### src/hw/rtl/bucketed_hash_set_engine_defines.svh
// Assertion macros for the bucketed hash set engine.
// Used by the top level only; depends on nothing else.
`ifndef BUCKETED_HASH_SET_ENGINE_DEFINES_SVH
`define BUCKETED_HASH_SET_ENGINE_DEFINES_SVH

// Consequent holds in the same cycle as the antecedent.
`define BHSE_ASSERT_NOW(label, clk, rst, ante, cons, msg) \
   label: assert property (@(posedge clk) disable iff (rst) (ante) |-> (cons)) else $error(msg);

// Consequent holds in the cycle after the antecedent.
`define BHSE_ASSERT_NEXT(label, clk, rst, ante, cons, msg) \
   label: assert property (@(posedge clk) disable iff (rst) (ante) |=> (cons)) else $error(msg);

`endif

### src/hw/rtl/bhse_pkg.sv
// Shared types and constants of the bucketed hash set engine.
// Depends on nothing; used by every module of the block.
`timescale 1ns / 1ps

package bhse_pkg;

   localparam int HASH_W = 64;
   localparam logic [HASH_W-1:0] HASH_SEED = 64'd5381;
   localparam int STATUS_W = 3;

   typedef enum logic [STATUS_W-1:0] {
      ST_FOUND     = 3'd0,
      ST_NOT_FOUND = 3'd1,
      ST_INSERTED  = 3'd2,
      ST_PRESENT   = 3'd3,
      ST_FULL      = 3'd4,
      ST_TOO_LONG  = 3'd5,
      ST_EMPTY     = 3'd6
   } status_type;

   typedef struct packed {
      logic start;
   } mod_ctrl_type;

   typedef struct packed {
      logic busy;
      logic done;
   } mod_stat_type;

endpackage

### src/hw/rtl/bucketed_hash_set_engine.sv
// Top level of the bucketed hash set engine: byte intake, hash, slot scan sequencer.
// Depends on bhse_pkg, bhse_mod_unit, bhse_slot_store and the assertion macro header.
//
//   Channel  Direction  Handshake          Carries
//   req      in         req_valid/ready    operation, key_byte, last_byte
//   rsp      out        rsp_valid/ready    status, bucket_index, slot_index
//
// A last key word starts the divide step: folds of the upper hash half until it is zero (a single
// fold when BUCKETS is a power of two), then three remainder steps and the hand-over. If the key
// length is in range, each slot of the bucket is read and compared in turn until a match or the
// last slot; then comes the finishing step.
// After reset the slot memory is cleared one entry a cycle, during which no word is accepted.
// A stalled result holds the finishing step; key words, the last one too, are still accepted
// while a result waits.
`timescale 1ns / 1ps
`include "bucketed_hash_set_engine_defines.svh"

module bucketed_hash_set_engine #(
   parameter int BUCKETS       = 4,
   parameter int SLOTS         = 3,
   parameter int MAX_KEY_BYTES = 16
) (
   input  logic                            clock,
   input  logic                            reset,
   input  logic                            req_valid,
   output logic                            req_ready,
   input  logic                            req_operation,
   input  logic [7:0]                      req_key_byte,
   input  logic                            req_last_byte,
   output logic                            rsp_valid,
   input  logic                            rsp_ready,
   output logic [bhse_pkg::STATUS_W-1:0]   rsp_status,
   output logic [1:0]                      rsp_bucket_index,
   output logic [1:0]                      rsp_slot_index
);
   import bhse_pkg::*;

   localparam int ENTRIES = BUCKETS * SLOTS;
   localparam int AW  = $clog2(ENTRIES);
   localparam int RW  = $clog2(BUCKETS);
   localparam int CW  = $clog2(MAX_KEY_BYTES + 2);
   localparam int KW  = 8 * MAX_KEY_BYTES;
   localparam int IW  = (MAX_KEY_BYTES > 1) ? $clog2(MAX_KEY_BYTES) : 1;
   localparam int SW  = (SLOTS > 1) ? $clog2(SLOTS) : 1;
   localparam int BXW = (RW > 2) ? RW : 2;
   localparam int SXW = (SW > 2) ? SW : 2;
   localparam logic [CW-1:0] MAX_C     = CW'(MAX_KEY_BYTES);
   localparam logic [SW-1:0] LAST_SLOT = SW'(SLOTS - 1);
   localparam logic [AW-1:0] SLOTS_A   = AW'(SLOTS);

   typedef enum logic [2:0] {
      S_IDLE,
      S_DIVIDE,
      S_READ,
      S_COMPARE,
      S_FINISH
   } state_type;

   state_type                      state_ff;
   logic [HASH_W-1:0]              hash_ff, hash_in;
   logic [MAX_KEY_BYTES-1:0][7:0]  key_ff, key_in;
   logic [CW-1:0]                  count_ff, count_in;
   logic                           op_ff;
   logic [RW-1:0]                  bucket_ff;
   logic [AW-1:0]                  base_ff;
   logic [SW-1:0]                  slot_idx_ff;
   logic                           hit_ff;
   logic [SW-1:0]                  hit_slot_ff;
   logic                           free_ff;
   logic [SW-1:0]                  free_slot_ff;
   logic                           rsp_valid_ff;
   logic [STATUS_W-1:0]            rsp_status_ff;
   logic [1:0]                     rsp_bucket_ff;
   logic [1:0]                     rsp_slot_ff;

   mod_ctrl_type                   mod_ctrl;
   mod_stat_type                   mod_stat;
   logic [RW-1:0]                  mod_rem;
   logic                           clearing;
   logic                           rd_en;
   logic [AW-1:0]                  rd_addr;
   logic [CW-1:0]                  rd_len;
   logic [KW-1:0]                  rd_key;
   logic                           wr_en;
   logic [AW-1:0]                  wr_addr;

   logic                           accept;
   logic                           out_free;
   logic                           in_range;
   logic                           insert_go;
   status_type                     status_in;
   logic [SW-1:0]                  slot_in;
   logic [BXW-1:0]                 bucket_x;
   logic [SXW-1:0]                 slot_x;

   assign req_ready = (state_ff == S_IDLE) && !clearing;
   assign accept    = req_valid && req_ready;
   assign out_free  = !rsp_valid_ff || rsp_ready;
   assign in_range  = (count_ff != '0) && (count_ff <= MAX_C);
   assign insert_go = op_ff && in_range && !hit_ff && free_ff;

   always_comb begin
      hash_in  = hash_ff;
      key_in   = key_ff;
      count_in = count_ff;
      if (req_key_byte != 8'd0) begin
         hash_in = ((hash_ff << 5) + hash_ff) ^ {{(HASH_W-8){1'b0}}, req_key_byte};
         if (count_ff < MAX_C) begin
            key_in[count_ff[IW-1:0]] = req_key_byte;
         end
         if (count_ff <= MAX_C) begin
            count_in = count_ff + 1'b1;
         end
      end
   end

   always_comb begin
      slot_in = '0;
      if (count_ff == '0) begin
         status_in = ST_EMPTY;
      end else if (count_ff > MAX_C) begin
         status_in = ST_TOO_LONG;
      end else if (!op_ff) begin
         status_in = hit_ff ? ST_FOUND : ST_NOT_FOUND;
         slot_in   = hit_ff ? hit_slot_ff : '0;
      end else if (hit_ff) begin
         status_in = ST_PRESENT;
         slot_in   = hit_slot_ff;
      end else if (free_ff) begin
         status_in = ST_INSERTED;
         slot_in   = free_slot_ff;
      end else begin
         status_in = ST_FULL;
      end
      bucket_x = BXW'(bucket_ff);
      slot_x   = SXW'(slot_in);
   end

   assign mod_ctrl.start = accept && req_last_byte;
   assign rd_en          = (state_ff == S_READ);
   assign rd_addr        = base_ff + AW'(slot_idx_ff);
   assign wr_en          = (state_ff == S_FINISH) && out_free && insert_go;
   assign wr_addr        = base_ff + AW'(free_slot_ff);

   bhse_mod_unit #(
      .BUCKETS(BUCKETS)
   ) u_mod (
      .clock     (clock),
      .reset     (reset),
      .ctrl      (mod_ctrl),
      .dividend  (hash_in),
      .stat      (mod_stat),
      .remainder (mod_rem)
   );

   bhse_slot_store #(
      .BUCKETS       (BUCKETS),
      .SLOTS         (SLOTS),
      .MAX_KEY_BYTES (MAX_KEY_BYTES)
   ) u_store (
      .clock    (clock),
      .reset    (reset),
      .clearing (clearing),
      .rd_en    (rd_en),
      .rd_addr  (rd_addr),
      .rd_len   (rd_len),
      .rd_key   (rd_key),
      .wr_en    (wr_en),
      .wr_addr  (wr_addr),
      .wr_len   (count_ff),
      .wr_key   (key_ff)
   );

   always_ff @(posedge clock) begin
      if (reset) begin
         state_ff      <= S_IDLE;
         hash_ff       <= HASH_SEED;
         key_ff        <= '0;
         count_ff      <= '0;
         op_ff         <= 1'b0;
         bucket_ff     <= '0;
         base_ff       <= '0;
         slot_idx_ff   <= '0;
         hit_ff        <= 1'b0;
         hit_slot_ff   <= '0;
         free_ff       <= 1'b0;
         free_slot_ff  <= '0;
         rsp_valid_ff  <= 1'b0;
         rsp_status_ff <= '0;
         rsp_bucket_ff <= '0;
         rsp_slot_ff   <= '0;
      end else begin
         if (rsp_valid_ff && rsp_ready && state_ff != S_FINISH) begin
            rsp_valid_ff <= 1'b0;
         end
         case (state_ff)
            S_IDLE: begin
               if (accept) begin
                  hash_ff  <= hash_in;
                  key_ff   <= key_in;
                  count_ff <= count_in;
                  op_ff    <= req_operation;
                  if (req_last_byte) begin
                     hit_ff   <= 1'b0;
                     free_ff  <= 1'b0;
                     state_ff <= S_DIVIDE;
                  end
               end
            end
            S_DIVIDE: begin
               if (mod_stat.done) begin
                  bucket_ff   <= mod_rem;
                  base_ff     <= AW'(mod_rem) * SLOTS_A;
                  slot_idx_ff <= '0;
                  state_ff    <= in_range ? S_READ : S_FINISH;
               end
            end
            S_READ: begin
               state_ff <= S_COMPARE;
            end
            S_COMPARE: begin
               if (rd_len == count_ff && rd_key == key_ff) begin
                  hit_ff      <= 1'b1;
                  hit_slot_ff <= slot_idx_ff;
                  state_ff    <= S_FINISH;
               end else begin
                  if (rd_len == '0 && !free_ff) begin
                     free_ff      <= 1'b1;
                     free_slot_ff <= slot_idx_ff;
                  end
                  if (slot_idx_ff == LAST_SLOT) begin
                     state_ff <= S_FINISH;
                  end else begin
                     slot_idx_ff <= slot_idx_ff + 1'b1;
                     state_ff    <= S_READ;
                  end
               end
            end
            S_FINISH: begin
               if (out_free) begin
                  rsp_valid_ff  <= 1'b1;
                  rsp_status_ff <= status_in;
                  rsp_bucket_ff <= bucket_x[1:0];
                  rsp_slot_ff   <= slot_x[1:0];
                  hash_ff       <= HASH_SEED;
                  key_ff        <= '0;
                  count_ff      <= '0;
                  state_ff      <= S_IDLE;
               end
            end
            default: begin
               state_ff <= S_IDLE;
            end
         endcase
      end
   end

   assign rsp_valid        = rsp_valid_ff;
   assign rsp_status       = rsp_status_ff;
   assign rsp_bucket_index = rsp_bucket_ff;
   assign rsp_slot_index   = rsp_slot_ff;

   `BHSE_ASSERT_NEXT(a_last_starts_divide, clock, reset, accept && req_last_byte, state_ff == S_DIVIDE, "last word did not start the remainder unit")
   `BHSE_ASSERT_NOW(a_done_in_divide, clock, reset, mod_stat.done, state_ff == S_DIVIDE, "remainder finished outside the divide step")
   `BHSE_ASSERT_NEXT(a_finish_gives_word, clock, reset, state_ff == S_FINISH && out_free, rsp_valid_ff && state_ff == S_IDLE, "finishing step gave no result word")
   `BHSE_ASSERT_NOW(a_write_only_insert, clock, reset, wr_en, op_ff && !clearing && !mod_stat.busy, "slot written outside an insert")

endmodule

### src/hw/rtl/bhse_mod_unit.sv
// Remainder unit: 64-bit hash modulo the bucket count on one shared multiplier.
// Folds the upper half down, then reciprocal multiplication and one correction; uses bhse_pkg.
`timescale 1ns / 1ps

module bhse_mod_unit #(
   parameter int BUCKETS = 4
) (
   input  logic                          clock,
   input  logic                          reset,
   input  bhse_pkg::mod_ctrl_type        ctrl,
   input  logic [bhse_pkg::HASH_W-1:0]   dividend,
   output bhse_pkg::mod_stat_type        stat,
   output logic [$clog2(BUCKETS)-1:0]    remainder
);
   import bhse_pkg::*;

   localparam int RW    = $clog2(BUCKETS);
   localparam int HW    = HASH_W / 2;
   localparam int MW    = HW + 1;
   localparam int PW    = 2 * MW;
   localparam int SHIFT = HW + RW;
   localparam logic [MW-1:0] FOLD_K  = MW'((64'd1 << HW) % 64'(BUCKETS));
   localparam logic [MW-1:0] RECIP   = MW'((64'd1 << SHIFT) / 64'(BUCKETS));
   localparam logic [MW-1:0] DIVISOR = MW'(BUCKETS);
   localparam logic [HW-1:0] DIV_LO  = HW'(BUCKETS);

   typedef enum logic [2:0] {
      P_IDLE,
      P_FOLD,
      P_RECIP,
      P_BACK,
      P_FIX
   } phase_type;

   phase_type          phase_ff;
   logic [HASH_W-1:0]  acc_ff;
   logic [HW-1:0]      quot_ff;
   logic [RW-1:0]      rem_ff;
   logic               done_ff;
   logic [MW-1:0]      mul_a;
   logic [MW-1:0]      mul_b;
   logic [PW-1:0]      prod;
   logic [HASH_W-1:0]  fold_sum;
   logic [HW-1:0]      back_diff;
   logic [HW-1:0]      fix_diff;

   // The upper half is worth FOLD_K times its value in the lower half, modulo the bucket count.
   always_comb begin
      case (phase_ff)
         P_FOLD: begin
            mul_a = MW'(acc_ff[HASH_W-1:HW]);
            mul_b = FOLD_K;
         end
         P_RECIP: begin
            mul_a = MW'(acc_ff[HW-1:0]);
            mul_b = RECIP;
         end
         P_BACK: begin
            mul_a = MW'(quot_ff);
            mul_b = DIVISOR;
         end
         default: begin
            mul_a = '0;
            mul_b = '0;
         end
      endcase
   end

   assign prod      = PW'(mul_a) * PW'(mul_b);
   assign fold_sum  = prod[HASH_W-1:0] + {{HW{1'b0}}, acc_ff[HW-1:0]};
   assign back_diff = acc_ff[HW-1:0] - prod[HW-1:0];
   assign fix_diff  = acc_ff[HW-1:0] - DIV_LO;

   always_ff @(posedge clock) begin
      if (reset) begin
         phase_ff <= P_IDLE;
         acc_ff   <= '0;
         quot_ff  <= '0;
         rem_ff   <= '0;
         done_ff  <= 1'b0;
      end else begin
         done_ff <= (phase_ff == P_FIX);
         case (phase_ff)
            P_IDLE: begin
               if (ctrl.start) begin
                  acc_ff   <= dividend;
                  phase_ff <= P_FOLD;
               end
            end
            P_FOLD: begin
               acc_ff <= fold_sum;
               if (fold_sum[HASH_W-1:HW] == '0) begin
                  phase_ff <= P_RECIP;
               end
            end
            P_RECIP: begin
               quot_ff  <= HW'(prod >> SHIFT);
               phase_ff <= P_BACK;
            end
            P_BACK: begin
               acc_ff   <= {{HW{1'b0}}, back_diff};
               phase_ff <= P_FIX;
            end
            P_FIX: begin
               rem_ff   <= (acc_ff[HW-1:0] >= DIV_LO) ? fix_diff[RW-1:0] : acc_ff[RW-1:0];
               phase_ff <= P_IDLE;
            end
            default: begin
               phase_ff <= P_IDLE;
            end
         endcase
      end
   end

   assign stat.busy = (phase_ff != P_IDLE);
   assign stat.done = done_ff;
   assign remainder = rem_ff;

endmodule

### src/hw/rtl/bhse_slot_store.sv
// Slot memory: length and key bytes of every slot, one entry per bucket and slot.
// Cleared of lengths by a pass after reset; depends on bhse_pkg.
`timescale 1ns / 1ps

module bhse_slot_store #(
   parameter int BUCKETS       = 4,
   parameter int SLOTS         = 3,
   parameter int MAX_KEY_BYTES = 16
) (
   input  logic                                    clock,
   input  logic                                    reset,
   output logic                                    clearing,
   input  logic                                    rd_en,
   input  logic [$clog2(BUCKETS*SLOTS)-1:0]        rd_addr,
   output logic [$clog2(MAX_KEY_BYTES+2)-1:0]      rd_len,
   output logic [8*MAX_KEY_BYTES-1:0]              rd_key,
   input  logic                                    wr_en,
   input  logic [$clog2(BUCKETS*SLOTS)-1:0]        wr_addr,
   input  logic [$clog2(MAX_KEY_BYTES+2)-1:0]      wr_len,
   input  logic [8*MAX_KEY_BYTES-1:0]              wr_key
);
   import bhse_pkg::*;

   localparam int ENTRIES = BUCKETS * SLOTS;
   localparam int AW      = $clog2(ENTRIES);
   localparam int CW      = $clog2(MAX_KEY_BYTES + 2);
   localparam int KW      = 8 * MAX_KEY_BYTES;
   localparam logic [AW-1:0] LAST_ADDR = AW'(ENTRIES - 1);

   logic [CW+KW-1:0] mem [ENTRIES];
   logic [CW+KW-1:0] rdata_ff;
   logic             clr_ff;
   logic [AW-1:0]    clr_addr_ff;
   logic             we;
   logic [AW-1:0]    waddr;
   logic [CW+KW-1:0] wdata;

   assign we    = clr_ff | wr_en;
   assign waddr = clr_ff ? clr_addr_ff : wr_addr;
   assign wdata = clr_ff ? '0 : {wr_len, wr_key};

   always_ff @(posedge clock) begin
      if (reset) begin
         clr_ff      <= 1'b1;
         clr_addr_ff <= '0;
      end else if (clr_ff) begin
         clr_addr_ff <= clr_addr_ff + 1'b1;
         if (clr_addr_ff == LAST_ADDR) begin
            clr_ff <= 1'b0;
         end
      end
   end

   always_ff @(posedge clock) begin
      if (we) begin
         mem[waddr] <= wdata;
      end
      if (rd_en) begin
         rdata_ff <= mem[rd_addr];
      end
   end

   assign clearing = clr_ff;
   assign rd_len   = rdata_ff[CW+KW-1:KW];
   assign rd_key   = rdata_ff[KW-1:0];

endmodule

### config.mk
export PLATFORM = sky130hd
export DESIGN_NAME = bucketed_hash_set_engine
export DESIGN_NICKNAME = d
export VERILOG_FILES = /design/src/hw/rtl/bhse_pkg.sv /design/src/hw/rtl/bucketed_hash_set_engine.sv /design/src/hw/rtl/bhse_mod_unit.sv /design/src/hw/rtl/bhse_slot_store.sv
export VERILOG_INCLUDE_DIRS = /design/src /design/src/hw/rtl
export SDC_FILE = /design/constraint.sdc
export NUM_CORES = 2
export LEC_CHECK = 0
export BUFFER_PORTS_ARGS = -buffer_cell sky130_fd_sc_hd__buf_2
export CAP_MARGIN = 15
export CORE_MARGIN = 2
export CORE_UTILIZATION = 50
export CTS_BUF_LIST = sky130_fd_sc_hd__clkbuf_4 sky130_fd_sc_hd__clkbuf_8 sky130_fd_sc_hd__clkbuf_16
export DETAILED_ROUTE_END_ITERATION = 10
export GPL_TIMING_DRIVEN = 0
export HOLD_SLACK_MARGIN = 0.05
export PLACE_DENSITY_LB_ADDON = 0.08
export SLEW_MARGIN = 20
export SYNTH_ARGS = -nofsm -noshare
export SYNTH_HDL_FRONTEND = slang
export SYNTH_SLANG_ARGS = --single-unit
export TNS_END_PERCENT = 30
### constraint.sdc
create_clock -name clock -period 22.4 [get_ports clock]
set_input_delay 2.24 -clock clock [delete_from_list [all_inputs] [get_ports clock]]
set_output_delay 2.24 -clock clock [all_outputs]
set_load 0.02 [all_outputs]
==> impl_metrics.tcl <==
set metrics [dict create \
    ys_ff_latch 2035 \
    worstSkewPairLatency_ps 860 \
    cts.sink_count 2035 \
    cts_tree "yes" \
    htreeDepth 4 \
    cp-endpoint "u_mod.acc_ff[28]" \
    routed_via_density 6.14 \
    worst-slew-pin-transition_ps 1250 \
    ir_worst_vdd_mv 0.0841 \
    rr_endpoint "u_mod.acc_ff[28]" \
    core_um2 172000 \
    async_reset_ff_frac 0 \
    seqCellArea_um2 58000 \
    ios 23 \
    synth_edf_count 1729 \
    slew_viol_final 0 \
    cp.arrival_ps 8080 \
    max_cap_viol_count 0 \
    cts_buffers 206 \
    skew_ps 45.9 \
    layout_common_cells "1729 x edfxtp_1, 504 x nor2_1, 399 x mux4_2" \
    start_kind "flop" \
    status "finished clean" \
    powerDensity_nw_per_um2 79.7 \
    rsz0062_at_grt "false" \
    nets 6090 \
    rr_startpoint "u_mod.phase_ff[1]" \
    fp.dieW_um 419 \
    clock-root-buffer "clkbuf_16" \
    die_area_um2 176000 \
    fmax_mhz 135 \
    start_util 0.503 \
    hold_violations 0 \
    syn_area_um2 86300 \
    fin_crit_sh 0.331 \
    wire_per_inst_um 30.1 \
    fill_cells 13300 \
    gp_congestion 0.908 \
    ant_nets 0 \
    totalWireLength_um 254000 \
    max-clock-path-buffers 3 \
    fin_crit_ps 7400 \
    grt_pass1_vias 50600 \
    setup_violations 0 \
    leakagePower_nw 33.9 \
    crit_type "flop to flop" \
    cts.clk_slew.worst_paths_ps 60 \
    io_buffers 22 \
    total_power_mw 7.93 \
    grt_max_degree 22 \
    drt_iter0_drc 6663 \
    postCtsSetupRepairBufs 0 \
    finalSetupTns_ps 0 \
    synth_cell_types 109 \
    drtPass1Iterations 7 \
    end_kind "flop" \
    critPathRequiredTime_ps 23080 \
    postCtsResizedCells 0 \
    crit_start "u_mod.phase_ff[1]" \
    antenna_found_initial 9 \
    syn_nets 5721 \
    synthCells 5564 \
    hold_path_class "flop to flop" \
    ctsHoldBuffers 0 \
    multi_input_area_um2 26700 \
    drc 0 \
    num_rows 152 \
    syn_area_per_cell_um2 15.5 \
    yosys_warnings 0 \
    regToRegSetupSlack_ps 15000 \
    cp_max_fo 10 \
    track_usage 0.290 \
    area_delta_synth_final_pct 15.2 \
    slew_headroom 0.166 \
    grt_overflow 0 \
    final_common_cell "edfxtp_1" \
    ys.flop_type "edfxtp_1" \
    reg2regPathDepth 20 \
    num_vias 51800 \
    drive_gt1_frac 0.170 \
    ys_seq_area_frac 0.673 \
    dp_hpwl_um 175000 \
    grt_pass1_wl_um 364000 \
    fp.dieH_um 419 \
]
==> state kept, by name (all words and copies together) (netlist names), 2 cells and up <==
signal               cells
hash_ff                 63
rsp_slot_index           2
u_mod.remainder          2
hit_slot_ff              2
u_mod.phase_ff           3
state_ff                 3
count_ff                 5
u_store.clr_addr_ff      4
base_ff                  3
rsp_bucket_index         2
u_mod.quot_ff           31
bucket_ff                2
u_mod.acc_ff            43
key_ff                 128
slot_idx_ff              2
u_store.mem           1596
u_store.rdata_ff       133
free_slot_ff             2
rsp_status               3
==> power breakdown <==
| part | switching [mW] | internal (mW) | leakage [nW] |
|---|---|---|---|
| combinational | 0.151 | 0.100 | 11.0 |
| sequential | 0.0178 | 4.16 | 19.5 |
| clock | 1.49 | 2.01 | 3.47 |
| total | 1.66 | 6.27 | 33.9 |
==> stage by stage <==
step / instance area, um^2 / instances / worst slack [ps] / hold slack (ps) / util
2_1_floorplan: 86300 / 5564 / 11450 / 421 / -
3_3_place_gp: 89300 / 7896 / 1960 / 445 / 0.521
6_report: 99400 / 8427 / 15000 / 455 / 0.579
5_1_grt: 99400 / 8422 / 14600 / 482 / 0.579
3_5_place_dp: 92400 / 8032 / 15230 / 448 / 0.538
4_1_cts: 99300 / 8418 / 15210 / 457 / 0.579
==> synth_stat cells (127+ instances only) <==
cell / number / area share
clkbuf_1: 225 / 0.0098
a21oi_1: 347 / 0.020
xnor2_1: 127 / 0.013
nand2_1: 233 / 0.010
ha_1: 138 / 0.020
nor2_1: 516 / 0.022
nor2b_1: 145 / 0.011
mux2i_1: 174 / 0.020
dfxtp_1: 306 / 0.071
mux4_2: 399 / 0.10
a22oi_1: 177 / 0.015
edfxtp_1: 1729 / 0.60
==> cell families (layout without fill, tap and decap cells) <==
group	count (synthesis)	in the layout	share of synthesized area
and+or+nand+nor	1232	1232	0.0681
xor gates and xnor gates	234	234	0.0237
muxes	579	579	0.125
DFF	2035	2035	0.673
AOI/OAI and AO/OA	920	920	0.0698
other	1	7	0.0000435
buffers and inverters	420	967	0.0194
adders and majority gates	143	143	0.0212
==> worst min-delay path by stage <==
stage / endpoint / slack (ps) / cells past startpoint / from
after floorplan: u_mod.acc_ff[56] / 420 / 2 / u_mod.acc_ff[56]
after global placement: u_mod.quot_ff[28] / 450 / 2 / u_mod.quot_ff[28]
after detailed placement: u_mod.quot_ff[3] / 450 / 2 / u_mod.quot_ff[3]
after CTS: u_mod.quot_ff[28] / 460 / 2 / u_mod.quot_ff[28]
after global routing: u_mod.quot_ff[17] / 480 / 2 / u_mod.quot_ff[17]
final: u_mod.quot_ff[9] / 460 / 2 / u_mod.quot_ff[9]
==> final cells by class <==
class	count	area share
Clock inverter	112	0.0119
Antenna cell	6	0.000151
Multi-Input combinational cell	3109	0.269
Sequential cell	2035	0.584
Clock buffer	274	0.0580
Inverter	99	0.00374
Buffer	321	0.0136
Tap cell	2310	0.0291
Timing Repair Buffer	161	0.0307
==> worst max-delay path, stage by stage, from the launching register on <==
cell       delay, ps
dfxtp_1          300
buf_2            170
buf_2            330
buf_2            320
inv_1            200
clkbuf_1         350
nor2_1           690
clkbuf_1         560
nand2_1          160
ha_1             390
nand2b_1         220
a2111oi_0        900
o21ai_0          260
a221oi_1         700
o211ai_1         240
a21o_1           230
a211oi_1         440
o22ai_1          200
mux2i_1          160
a311oi_1         290
a211oi_1         110
==> metal layers <==
layer  track usage  up-vias  part of all wire
met1         0.417    26600              0.42
met2         0.447     2327              0.46
li1              -    22400                 -
met4        0.0982        4             0.034
met5             0        -          0.000087
met3        0.0557      435             0.088
Note: power is estimated with default switching activity, not from simulation.
